**src/hw/rtl/rcfd_pkg.sv**
```systemverilog
package rcfd_pkg;

  localparam int unsigned CH_W       = 11;
  localparam int unsigned TIMER_W    = 8;
  localparam int unsigned KEY_W      = 16;
  localparam int unsigned NUM_MOUSE_BTN = 2;
  localparam int unsigned NUM_KEYS_DEFAULT = 16;
  localparam int unsigned REPORT_BTN = 18;
  localparam int unsigned NUM_CH     = 5;
  localparam int unsigned CFG_IDX_W  = 3;
  localparam int unsigned CFG_DATA_W = 11;

  localparam logic [CH_W-1:0]    CH_MIN_RST      = 11'd364;
  localparam logic [CH_W-1:0]    CH_MAX_RST      = 11'd1684;
  localparam logic [CH_W-1:0]    CH_CENTER_RST   = 11'd1024;
  localparam logic [TIMER_W-1:0] FRAME_PERIOD_RST = 8'd14;
  localparam logic [TIMER_W-1:0] PRESS_TH_RST    = 8'd40;
  localparam logic [TIMER_W-1:0] HOLD_TH_RST     = 8'd160;

  // x * 16384 / 660 == (x * SCALE_MULT) >> SCALE_SHIFT, exact for x < 2048
  localparam logic [23:0] SCALE_MULT  = 24'd13015053;
  localparam int unsigned SCALE_SHIFT = 19;

  localparam logic [1:0] SW_UP   = 2'd1;
  localparam logic [1:0] SW_DOWN = 2'd2;
  localparam logic [1:0] SW_MID  = 2'd3;

  localparam logic [2:0] EV_NONE     = 3'd0;
  localparam logic [2:0] EV_UP_MID   = 3'd1;
  localparam logic [2:0] EV_MID_DOWN = 3'd2;
  localparam logic [2:0] EV_DOWN_MID = 3'd3;
  localparam logic [2:0] EV_MID_UP   = 3'd4;

  typedef enum logic [CFG_IDX_W-1:0] {
    CFG_CH_MIN       = 3'd0,
    CFG_CH_MAX       = 3'd1,
    CFG_CH_CENTER    = 3'd2,
    CFG_FRAME_PERIOD = 3'd3,
    CFG_PRESS_TH     = 3'd4,
    CFG_HOLD_TH      = 3'd5
  } cfg_idx_e;

  typedef enum logic [1:0] {
    BTN_RELEASED = 2'd0,
    BTN_PRESSED  = 2'd1,
    BTN_HOLD     = 2'd2
  } btn_state_e;

  typedef struct packed {
    logic [CH_W-1:0]    channel_min;
    logic [CH_W-1:0]    channel_max;
    logic [CH_W-1:0]    channel_center;
    logic [TIMER_W-1:0] frame_period;
    logic [TIMER_W-1:0] press_threshold;
    logic [TIMER_W-1:0] hold_threshold;
  } cfg_t;

  typedef struct packed {
    logic [TIMER_W-1:0] frame_period;
    logic [TIMER_W-1:0] press_threshold;
    logic [TIMER_W-1:0] hold_threshold;
  } btn_cfg_t;

  typedef struct packed {
    logic [CH_W-1:0]   stick_ch0;
    logic [CH_W-1:0]   stick_ch1;
    logic [CH_W-1:0]   stick_ch2;
    logic [CH_W-1:0]   stick_ch3;
    logic [CH_W-1:0]   wheel_raw;
    logic [1:0]        switch_right_raw;
    logic [1:0]        switch_left_raw;
    logic signed [15:0] mouse_x;
    logic signed [15:0] mouse_y;
    logic signed [15:0] mouse_z;
    logic [1:0]        mouse_buttons;
    logic [KEY_W-1:0]  key_bits;
  } in_item_t;

  typedef struct packed {
    logic [63:0]        stick_values;
    logic signed [15:0] wheel_value;
    logic [1:0]         switch_right_state;
    logic [2:0]         switch_right_event;
    logic [1:0]         switch_left_state;
    logic [2:0]         switch_left_event;
    logic [47:0]        mouse_motion;
    logic [2*REPORT_BTN-1:0] button_states;
  } out_item_t;

  function automatic logic [2:0] switch_event(logic [1:0] prev, logic [1:0] now);
    logic [2:0] ev;
    ev = EV_NONE;
    if (prev == SW_UP && now == SW_MID) ev = EV_UP_MID;
    if (prev == SW_MID && now == SW_DOWN) ev = EV_MID_DOWN;
    if (prev == SW_DOWN && now == SW_MID) ev = EV_DOWN_MID;
    if (prev == SW_MID && now == SW_UP) ev = EV_MID_UP;
    return ev;
  endfunction

endpackage

```
**src/hw/rtl/rcfd_scale_lane.sv**
```systemverilog
module rcfd_scale_lane
  import rcfd_pkg::*;
(
  input  logic               neg_i,
  input  logic [CH_W-1:0]    mag_i,
  output logic signed [15:0] value_o
);

  localparam int unsigned PROD_W = CH_W + $bits(SCALE_MULT);

  logic [PROD_W-1:0] prod;
  logic [15:0]       quot;

  assign prod = PROD_W'(mag_i) * PROD_W'(SCALE_MULT);
  assign quot = prod[SCALE_SHIFT +: 16];

  // truncation toward zero: scale the magnitude, then restore the sign
  always_comb begin
    if (neg_i) begin
      if (quot > 16'd32768) value_o = 16'sh8000;
      else value_o = signed'(16'(~quot + 16'd1));
    end else begin
      if (quot > 16'd32767) value_o = 16'sh7fff;
      else value_o = signed'(quot);
    end
  end

endmodule

```
**src/hw/rtl/rcfd_button_lane.sv**
```systemverilog
module rcfd_button_lane
  import rcfd_pkg::*;
(
  input  logic       clk_i,
  input  logic       rst_ni,
  input  logic       en_i,
  input  logic       press_i,
  input  btn_cfg_t   cfg_i,
  output btn_state_e status_o
);

  btn_state_e         status_q, status_d;
  logic [TIMER_W-1:0] timer_q, timer_d;
  logic [TIMER_W:0]   sum;
  logic [TIMER_W-1:0] sum_sat;

  assign sum     = {1'b0, timer_q} + {1'b0, cfg_i.frame_period};
  assign sum_sat = sum[TIMER_W] ? {TIMER_W{1'b1}} : sum[TIMER_W-1:0];

  always_comb begin
    status_d = BTN_RELEASED;
    timer_d  = '0;
    if (press_i) begin
      case (status_q)
        BTN_RELEASED: begin
          timer_d = sum_sat;
          if (sum_sat > cfg_i.press_threshold) status_d = BTN_PRESSED;
        end
        BTN_PRESSED: begin
          timer_d = sum_sat;
          // hold lasts one frame, then the timer restarts
          if (sum_sat > cfg_i.hold_threshold) begin
            status_d = BTN_HOLD;
            timer_d  = '0;
          end
        end
        default: begin
          status_d = BTN_RELEASED;
          timer_d  = '0;
        end
      endcase
    end
  end

  always_ff @(posedge clk_i or negedge rst_ni) begin
    if (!rst_ni) begin
      status_q <= BTN_RELEASED;
      timer_q  <= '0;
    end else if (en_i) begin
      status_q <= status_d;
      timer_q  <= timer_d;
    end
  end

  assign status_o = status_d;

endmodule

```
**src/hw/rtl/rc_frame_decoder.sv**
```systemverilog
// an accepted item is registered in the first stage, then in the output register
// throughput: one item per cycle while the output is not stalled; the stick and wheel scaling runs in its own stage
// an item with a stick or wheel value outside the valid range gives no result
// reset: config registers take their default values, switch history clears to zero,
// every button lane is in the released state and every press timer is zero
module rc_frame_decoder
  import rcfd_pkg::*;
#(
  parameter int unsigned NUM_KEYS = NUM_KEYS_DEFAULT
) (
  input  logic                  clk_i,
  input  logic                  rst_ni,
  input  logic                  cfg_we_i,
  input  logic [CFG_IDX_W-1:0]  cfg_idx_i,
  input  logic [CFG_DATA_W-1:0] cfg_wdata_i,
  input  logic                  in_valid_i,
  output logic                  in_stall_o,
  input  in_item_t              in_data_i,
  output logic                  out_valid_o,
  input  logic                  out_stall_i,
  output out_item_t             out_data_o
);

  localparam int unsigned NUM_BTN = NUM_MOUSE_BTN + NUM_KEYS;
  localparam int unsigned NUM_REP = (NUM_BTN < REPORT_BTN) ? NUM_BTN : REPORT_BTN;

  cfg_t cfg_q;

  always_ff @(posedge clk_i or negedge rst_ni) begin
    if (!rst_ni) begin
      cfg_q <= '{CH_MIN_RST, CH_MAX_RST, CH_CENTER_RST,
                 FRAME_PERIOD_RST, PRESS_TH_RST, HOLD_TH_RST};
    end else if (cfg_we_i) begin
      case (cfg_idx_e'(cfg_idx_i))
        CFG_CH_MIN:       cfg_q.channel_min     <= cfg_wdata_i[CH_W-1:0];
        CFG_CH_MAX:       cfg_q.channel_max     <= cfg_wdata_i[CH_W-1:0];
        CFG_CH_CENTER:    cfg_q.channel_center  <= cfg_wdata_i[CH_W-1:0];
        CFG_FRAME_PERIOD: cfg_q.frame_period    <= cfg_wdata_i[TIMER_W-1:0];
        CFG_PRESS_TH:     cfg_q.press_threshold <= cfg_wdata_i[TIMER_W-1:0];
        CFG_HOLD_TH:      cfg_q.hold_threshold  <= cfg_wdata_i[TIMER_W-1:0];
        default: ;
      endcase
    end
  end

  // handshake
  logic s1_v_q, s1_v_d;
  logic out_v_q, out_v_d;
  logic out_ready, s1_ready, accept, keep, upd;

  assign out_ready  = !out_v_q || !out_stall_i;
  assign s1_ready   = !s1_v_q || out_ready;
  assign accept     = in_valid_i && s1_ready;
  assign in_stall_o = !s1_ready;
  assign upd        = accept && keep;

  // range check and centering, one lane per channel
  logic [CH_W-1:0] raw [NUM_CH];
  logic [NUM_CH-1:0] ok;
  logic [NUM_CH-1:0] neg_d;
  logic [CH_W-1:0]   mag_d [NUM_CH];

  assign raw[0] = in_data_i.stick_ch0;
  assign raw[1] = in_data_i.stick_ch1;
  assign raw[2] = in_data_i.stick_ch2;
  assign raw[3] = in_data_i.stick_ch3;
  assign raw[4] = in_data_i.wheel_raw;

  for (genvar c = 0; c < NUM_CH; c++) begin : g_center
    logic [CH_W:0] diff;
    assign ok[c]    = (raw[c] >= cfg_q.channel_min) && (raw[c] <= cfg_q.channel_max);
    assign diff     = {1'b0, raw[c]} - {1'b0, cfg_q.channel_center};
    assign neg_d[c] = diff[CH_W];
    assign mag_d[c] = diff[CH_W] ? CH_W'(~diff + 1'b1) : diff[CH_W-1:0];
  end

  assign keep = &ok;

  // switches
  logic [1:0] sw_r_prev_q, sw_l_prev_q;

  always_ff @(posedge clk_i or negedge rst_ni) begin
    if (!rst_ni) begin
      sw_r_prev_q <= '0;
      sw_l_prev_q <= '0;
    end else if (upd) begin
      sw_r_prev_q <= in_data_i.switch_right_raw;
      sw_l_prev_q <= in_data_i.switch_left_raw;
    end
  end

  // button lanes
  btn_cfg_t   btn_cfg;
  btn_state_e btn_st [NUM_BTN];
  logic [2*REPORT_BTN-1:0] btn_pack;

  assign btn_cfg = '{cfg_q.frame_period, cfg_q.press_threshold, cfg_q.hold_threshold};

  for (genvar b = 0; b < NUM_BTN; b++) begin : g_btn
    logic press;
    if (b < NUM_MOUSE_BTN) begin : g_mouse
      assign press = in_data_i.mouse_buttons[b];
    end else if (b - NUM_MOUSE_BTN < KEY_W) begin : g_key
      assign press = in_data_i.key_bits[b - NUM_MOUSE_BTN];
    end else begin : g_none
      assign press = 1'b0;
    end
    rcfd_button_lane u_lane (
      .clk_i    (clk_i),
      .rst_ni   (rst_ni),
      .en_i     (upd),
      .press_i  (press),
      .cfg_i    (btn_cfg),
      .status_o (btn_st[b])
    );
  end

  always_comb begin
    btn_pack = '0;
    for (int i = 0; i < NUM_REP; i++) begin
      btn_pack[2*i +: 2] = btn_st[i];
    end
  end

  // first stage registers
  logic [NUM_CH-1:0] s1_neg_q;
  logic [CH_W-1:0]   s1_mag_q [NUM_CH];
  logic [1:0]        s1_sr_q, s1_sl_q;
  logic [2:0]        s1_evr_q, s1_evl_q;
  logic [47:0]       s1_mouse_q;
  logic [2*REPORT_BTN-1:0] s1_btn_q;

  always_comb begin
    s1_v_d = s1_v_q;
    if (s1_ready) s1_v_d = upd;
    out_v_d = out_v_q;
    if (out_ready) out_v_d = s1_v_q;
  end

  always_ff @(posedge clk_i or negedge rst_ni) begin
    if (!rst_ni) begin
      s1_v_q  <= 1'b0;
      out_v_q <= 1'b0;
    end else begin
      s1_v_q  <= s1_v_d;
      out_v_q <= out_v_d;
    end
  end

  always_ff @(posedge clk_i) begin
    if (accept) begin
      s1_neg_q   <= neg_d;
      s1_mag_q   <= mag_d;
      s1_sr_q    <= in_data_i.switch_right_raw;
      s1_sl_q    <= in_data_i.switch_left_raw;
      s1_evr_q   <= switch_event(sw_r_prev_q, in_data_i.switch_right_raw);
      s1_evl_q   <= switch_event(sw_l_prev_q, in_data_i.switch_left_raw);
      s1_mouse_q <= {in_data_i.mouse_z, in_data_i.mouse_y, in_data_i.mouse_x};
      s1_btn_q   <= btn_pack;
    end
  end

  // scaling lanes
  logic signed [15:0] scaled [NUM_CH];

  for (genvar c = 0; c < NUM_CH; c++) begin : g_scale
    rcfd_scale_lane u_scale (
      .neg_i   (s1_neg_q[c]),
      .mag_i   (s1_mag_q[c]),
      .value_o (scaled[c])
    );
  end

  // merge into the output register
  out_item_t out_q, out_d;

  always_comb begin
    out_d.stick_values       = {scaled[3], scaled[2], scaled[1], scaled[0]};
    out_d.wheel_value        = scaled[4];
    out_d.switch_right_state = s1_sr_q;
    out_d.switch_right_event = s1_evr_q;
    out_d.switch_left_state  = s1_sl_q;
    out_d.switch_left_event  = s1_evl_q;
    out_d.mouse_motion       = s1_mouse_q;
    out_d.button_states      = s1_btn_q;
  end

  always_ff @(posedge clk_i) begin
    if (out_ready && s1_v_q) out_q <= out_d;
  end

  assign out_valid_o = out_v_q;
  assign out_data_o  = out_q;

endmodule

```
**config.mk**
```make
export PLATFORM = sky130hd
export DESIGN_NAME = rc_frame_decoder
export DESIGN_NICKNAME = d
export VERILOG_FILES = /design/src/hw/rtl/rcfd_pkg.sv /design/src/hw/rtl/rcfd_scale_lane.sv /design/src/hw/rtl/rcfd_button_lane.sv /design/src/hw/rtl/rc_frame_decoder.sv
export SDC_FILE = /design/constraint.sdc
export NUM_CORES = 2
export LEC_CHECK = 0
export BUFFER_PORTS_ARGS = -buffer_cell sky130_fd_sc_hd__buf_2
export CORE_UTILIZATION = 58
export CTS_CLUSTER_SIZE = 8
export DETAILED_ROUTE_END_ITERATION = 8
export GPL_TIMING_DRIVEN = 0
export PLACE_DENSITY_LB_ADDON = 0.15
export SLEW_MARGIN = 20
export SYNTH_ARGS = -nofsm -noshare
export SYNTH_HDL_FRONTEND = slang
export SYNTH_SLANG_ARGS = --single-unit
```
**constraint.sdc**
```tcl
create_clock -name clk_i -period 14.28 [get_ports clk_i]
set_input_delay 3.57 -clock clk_i [delete_from_list [all_inputs] [get_ports clk_i]]
set_output_delay 3.57 -clock clk_i [all_outputs]
set_load 0.01 [all_outputs]
```
==> metrics.cfg <==
[synthesis]
synth_top_area_share_pct = 24.3
ys.flop_type = edfxtp_1
synthArstFlopShare_pct = 42.6
synth_edf_count = 328
synth_cell_types = 104
ys_ff_latch = 571
syn_area_um2 = 58400
postSynthAreaPerCell_um2 = 9.82
syn_nets = 7464
ys_warn_count = 0
yosys.area.top_type = ha_1
synth.area.top_cells = ha_1 (24%), edfxtp_1 (17%), dfrtp_1 (9.6%), fa_1 (8.0%), inv_1 (4.6%)
synthCells = 5950
yosysSeqAreaShare_pct = 27.3

[drt]
postRouteAntennaNets = 0
dr.pass1.iters = 8
vias = 46416
remaining_drc_errors = 0
first_iter_violations = 2968
wl_um = 155000
wl_per_cell_um = 20.0
via_per_inst = 5.97

[outcome]
status = complete, no violations

[min_path]
min_path_type = flop to flop
whs_endpoint = out_data_o[73]
hold_depth = 0
hold_start = s1_mouse_q[37]

[worst_setup_path]
worstPathMaxFanout = 26
worst_r2r_startpoint = s1_mag_q[5]
r2r_end = out_data_o[106]
cp.required_ns = 14.79
r2r_slack_ns = 7.08
cp-start-kind = input port
arrival_ns = 8.56
reg2reg_depth = 18
critPathKind = input port to flop
cp-end-kind = flop

[placed_design]
place_area_um2 = 62300
gp_congestion = 0.961
post-place-ws_ns = 5.63
place_hpwl_um = 118000
portBuffers = 319
dpl.cell_count = 7591

[clock_tree]
cts_root_buf = clkbuf_16
clk_pin_slew_ns = 0.05
cts.sinks = 571
insertion_delay_ns = 0.68
cts_hold_buf = 0
cts.path.max_buffers = 3
cts_buffers = 84
tritoncts = built
cts_resized = 0
cts_max_level = 3
post-cts-setup-buffer-count = 0

[timing]
period_minus_slack_ns = 8.05
rsz0062_at_grt = no
hold_viol = 0
skew_ns = 0.0505
max_freq_ghz = 0.124
period_share_pct = 56.3
max-slew-margin-rel_pct = 23.1
worstMarginPinSlew_ns = 1.14
setup_viol = 0
worst_slack_ns = 6.23
final_max_slew_viol_count = 0

[die]
coreArea_um2 = 100000
fp-row-count = 116
initial_utilization_pct = 58.4
ios = 320
die_w_um = 319
die_h_um = 319
die_area_um2 = 102000

[finish]
drive_gt1_share_pct = 12.2
design_area_um2 = 65000
finalNetCount = 7893
area_delta_synth_final_pct = 11.2
layoutNonFillerInstCount = 7775

[grt]
track_usage_pct = 30.3
grt_pass1_vias = 45860
grt_pass1_wl_um = 246000
grt_max_degree = 99
grt-ovfl-total = 0
antenna_found_initial = 44

[job]
cap_viol_max_count = 0

==> worst max-delay path by stage <==
stage | startpoint | to | slack, ns | cells after the start
final | out_stall_i | g_btn[0].u_lane.timer_q[4] | 6.23 | 15
after global routing | out_stall_i | g_btn[0].u_lane.timer_q[4] | 6.13 | 15
after CTS | out_stall_i | g_btn[0].u_lane.timer_q[4] | 6.27 | 15
after detailed placement | out_stall_i | g_btn[3].u_lane.timer_q[3] | 5.63 | 15
after global placement | out_stall_i | g_btn[16].u_lane.status_q[0] | -6.10 | 12
after floorplan | out_stall_i | g_btn[0].u_lane.status_q[0] | 0.56 | 11
==> flip-flops by register name, indices dropped and copies added (netlist names) <==
| name | cells |
|---|---|
| out_data_o | 174 |
| g_btn.u_lane.timer_q | 144 |
| s1_mag_q | 55 |
| s1_mouse_q | 48 |
| g_btn.u_lane.status_q | 36 |
| s1_btn_q | 36 |
| cfg_q | 33 |
| btn_cfg | 24 |
| s1_neg_q | 5 |
| s1_evl_q | 3 |
| s1_evr_q | 3 |
| s1_sl_q | 2 |
| s1_sr_q | 2 |
| sw_l_prev_q | 2 |
| sw_r_prev_q | 2 |
| out_valid_o | 1 |
| s1_v_q | 1 |
==> stage by stage <==
stage	utilization (%)	setup TNS, ns	hold slack, ns
final	65.0	0	0.413
after global routing	64.9	0	0.419
after CTS	64.9	0	0.411
after detailed placement	62.3	0	0.405
after global placement	61.7	-1866.79	0.400
after floorplan	-	0	0.400
==> synth_stat cells (70+ instances only) <==
master    number
a21o_1       143
a21oi_1      361
dfrtp_1      225
edfxtp_1     328
fa_1         233
ha_1        1137
inv_1        715
mux2_2       210
nand2_1      323
nand2b_1     117
nand3_1       80
nand4_1      116
nor2_1       274
nor2b_1      143
nor3_1        97
o21a_1        96
o21ai_0      324
o21bai_1      70
xnor2_1      138
xor2_1        98
==> cells by family after synthesis <==
group | after synthesis | share of synthesized area (%)
adder cells (fa/ha/maj) | 1370 | 32.3
AND/OR/NAND/NOR | 1362 | 12.0
multiplexers | 234 | 4.47
AO/OA/AOI/OAI | 1368 | 15.1
XOR/XNOR | 236 | 3.54
buffers and inverters | 809 | 5.25
flip-flops | 571 | 27.3
==> placed cells by master (no fill, tap or decap), drive strengths merged, types with 24 or more instances in the layout <==
cell type	netlist	layout
a211oi	67	67
a21boi	48	48
a21o	143	143
a21oi	364	364
and2	24	24
and3	38	38
buf	26	369
clkbuf	67	209
dfrtp	225	225
diode	0	31
edfxtp	328	328
fa	233	233
ha	1137	1137
inv	715	717
mux2	211	211
nand2	323	323
nand2b	117	117
nand3	82	82
nand4	116	116
nor2	274	274
nor2b	143	143
nor3	98	98
nor4	33	33
o211ai	33	33
o21a	96	96
o21ai	331	331
o21bai	70	70
or2	24	24
or3	25	25
xnor2	138	138
xor2	98	98
==> layer usage <==
| layer | GRT usage [%] | share of wire [%] |
|---|---|---|
| met1 | 39.3 | 43 |
| met2 | 50.7 | 47 |
| met3 | 5.71 | 6.3 |
| met4 | 10.1 | 3.3 |
| met5 | 0 | 0.12 |
==> cell type report <==
type	instances	area, um2
clock buffer	142	2370
tap	1298	1620
timing repair buffer	343	2200
clock inverter	11	223
antenna	31	77.6
inverter	716	2690
multi-input combinational	4570	39500
buffer	93	380
fill	8107	35000
sequential	571	16000
==> worst max-delay path, cell delays in order <==
cell and delay [ns]:
buf_2 0.12, and3_1 0.19, nor2b_4 0.47, buf_12 0.27, buf_12 0.21, buf_12 0.21, o21ai_0 0.14, or4_1 0.48
a21oi_1 0.18, o211ai_1 0.13, a2111o_1 0.45, nor4_4 0.57, clkbuf_1 0.70, buf_2 0.43, mux2_2 0.37
Power is left out: the tool's default activity adds up to more than one toggle a clock period on the data nets, which glitch-free logic cannot reach.
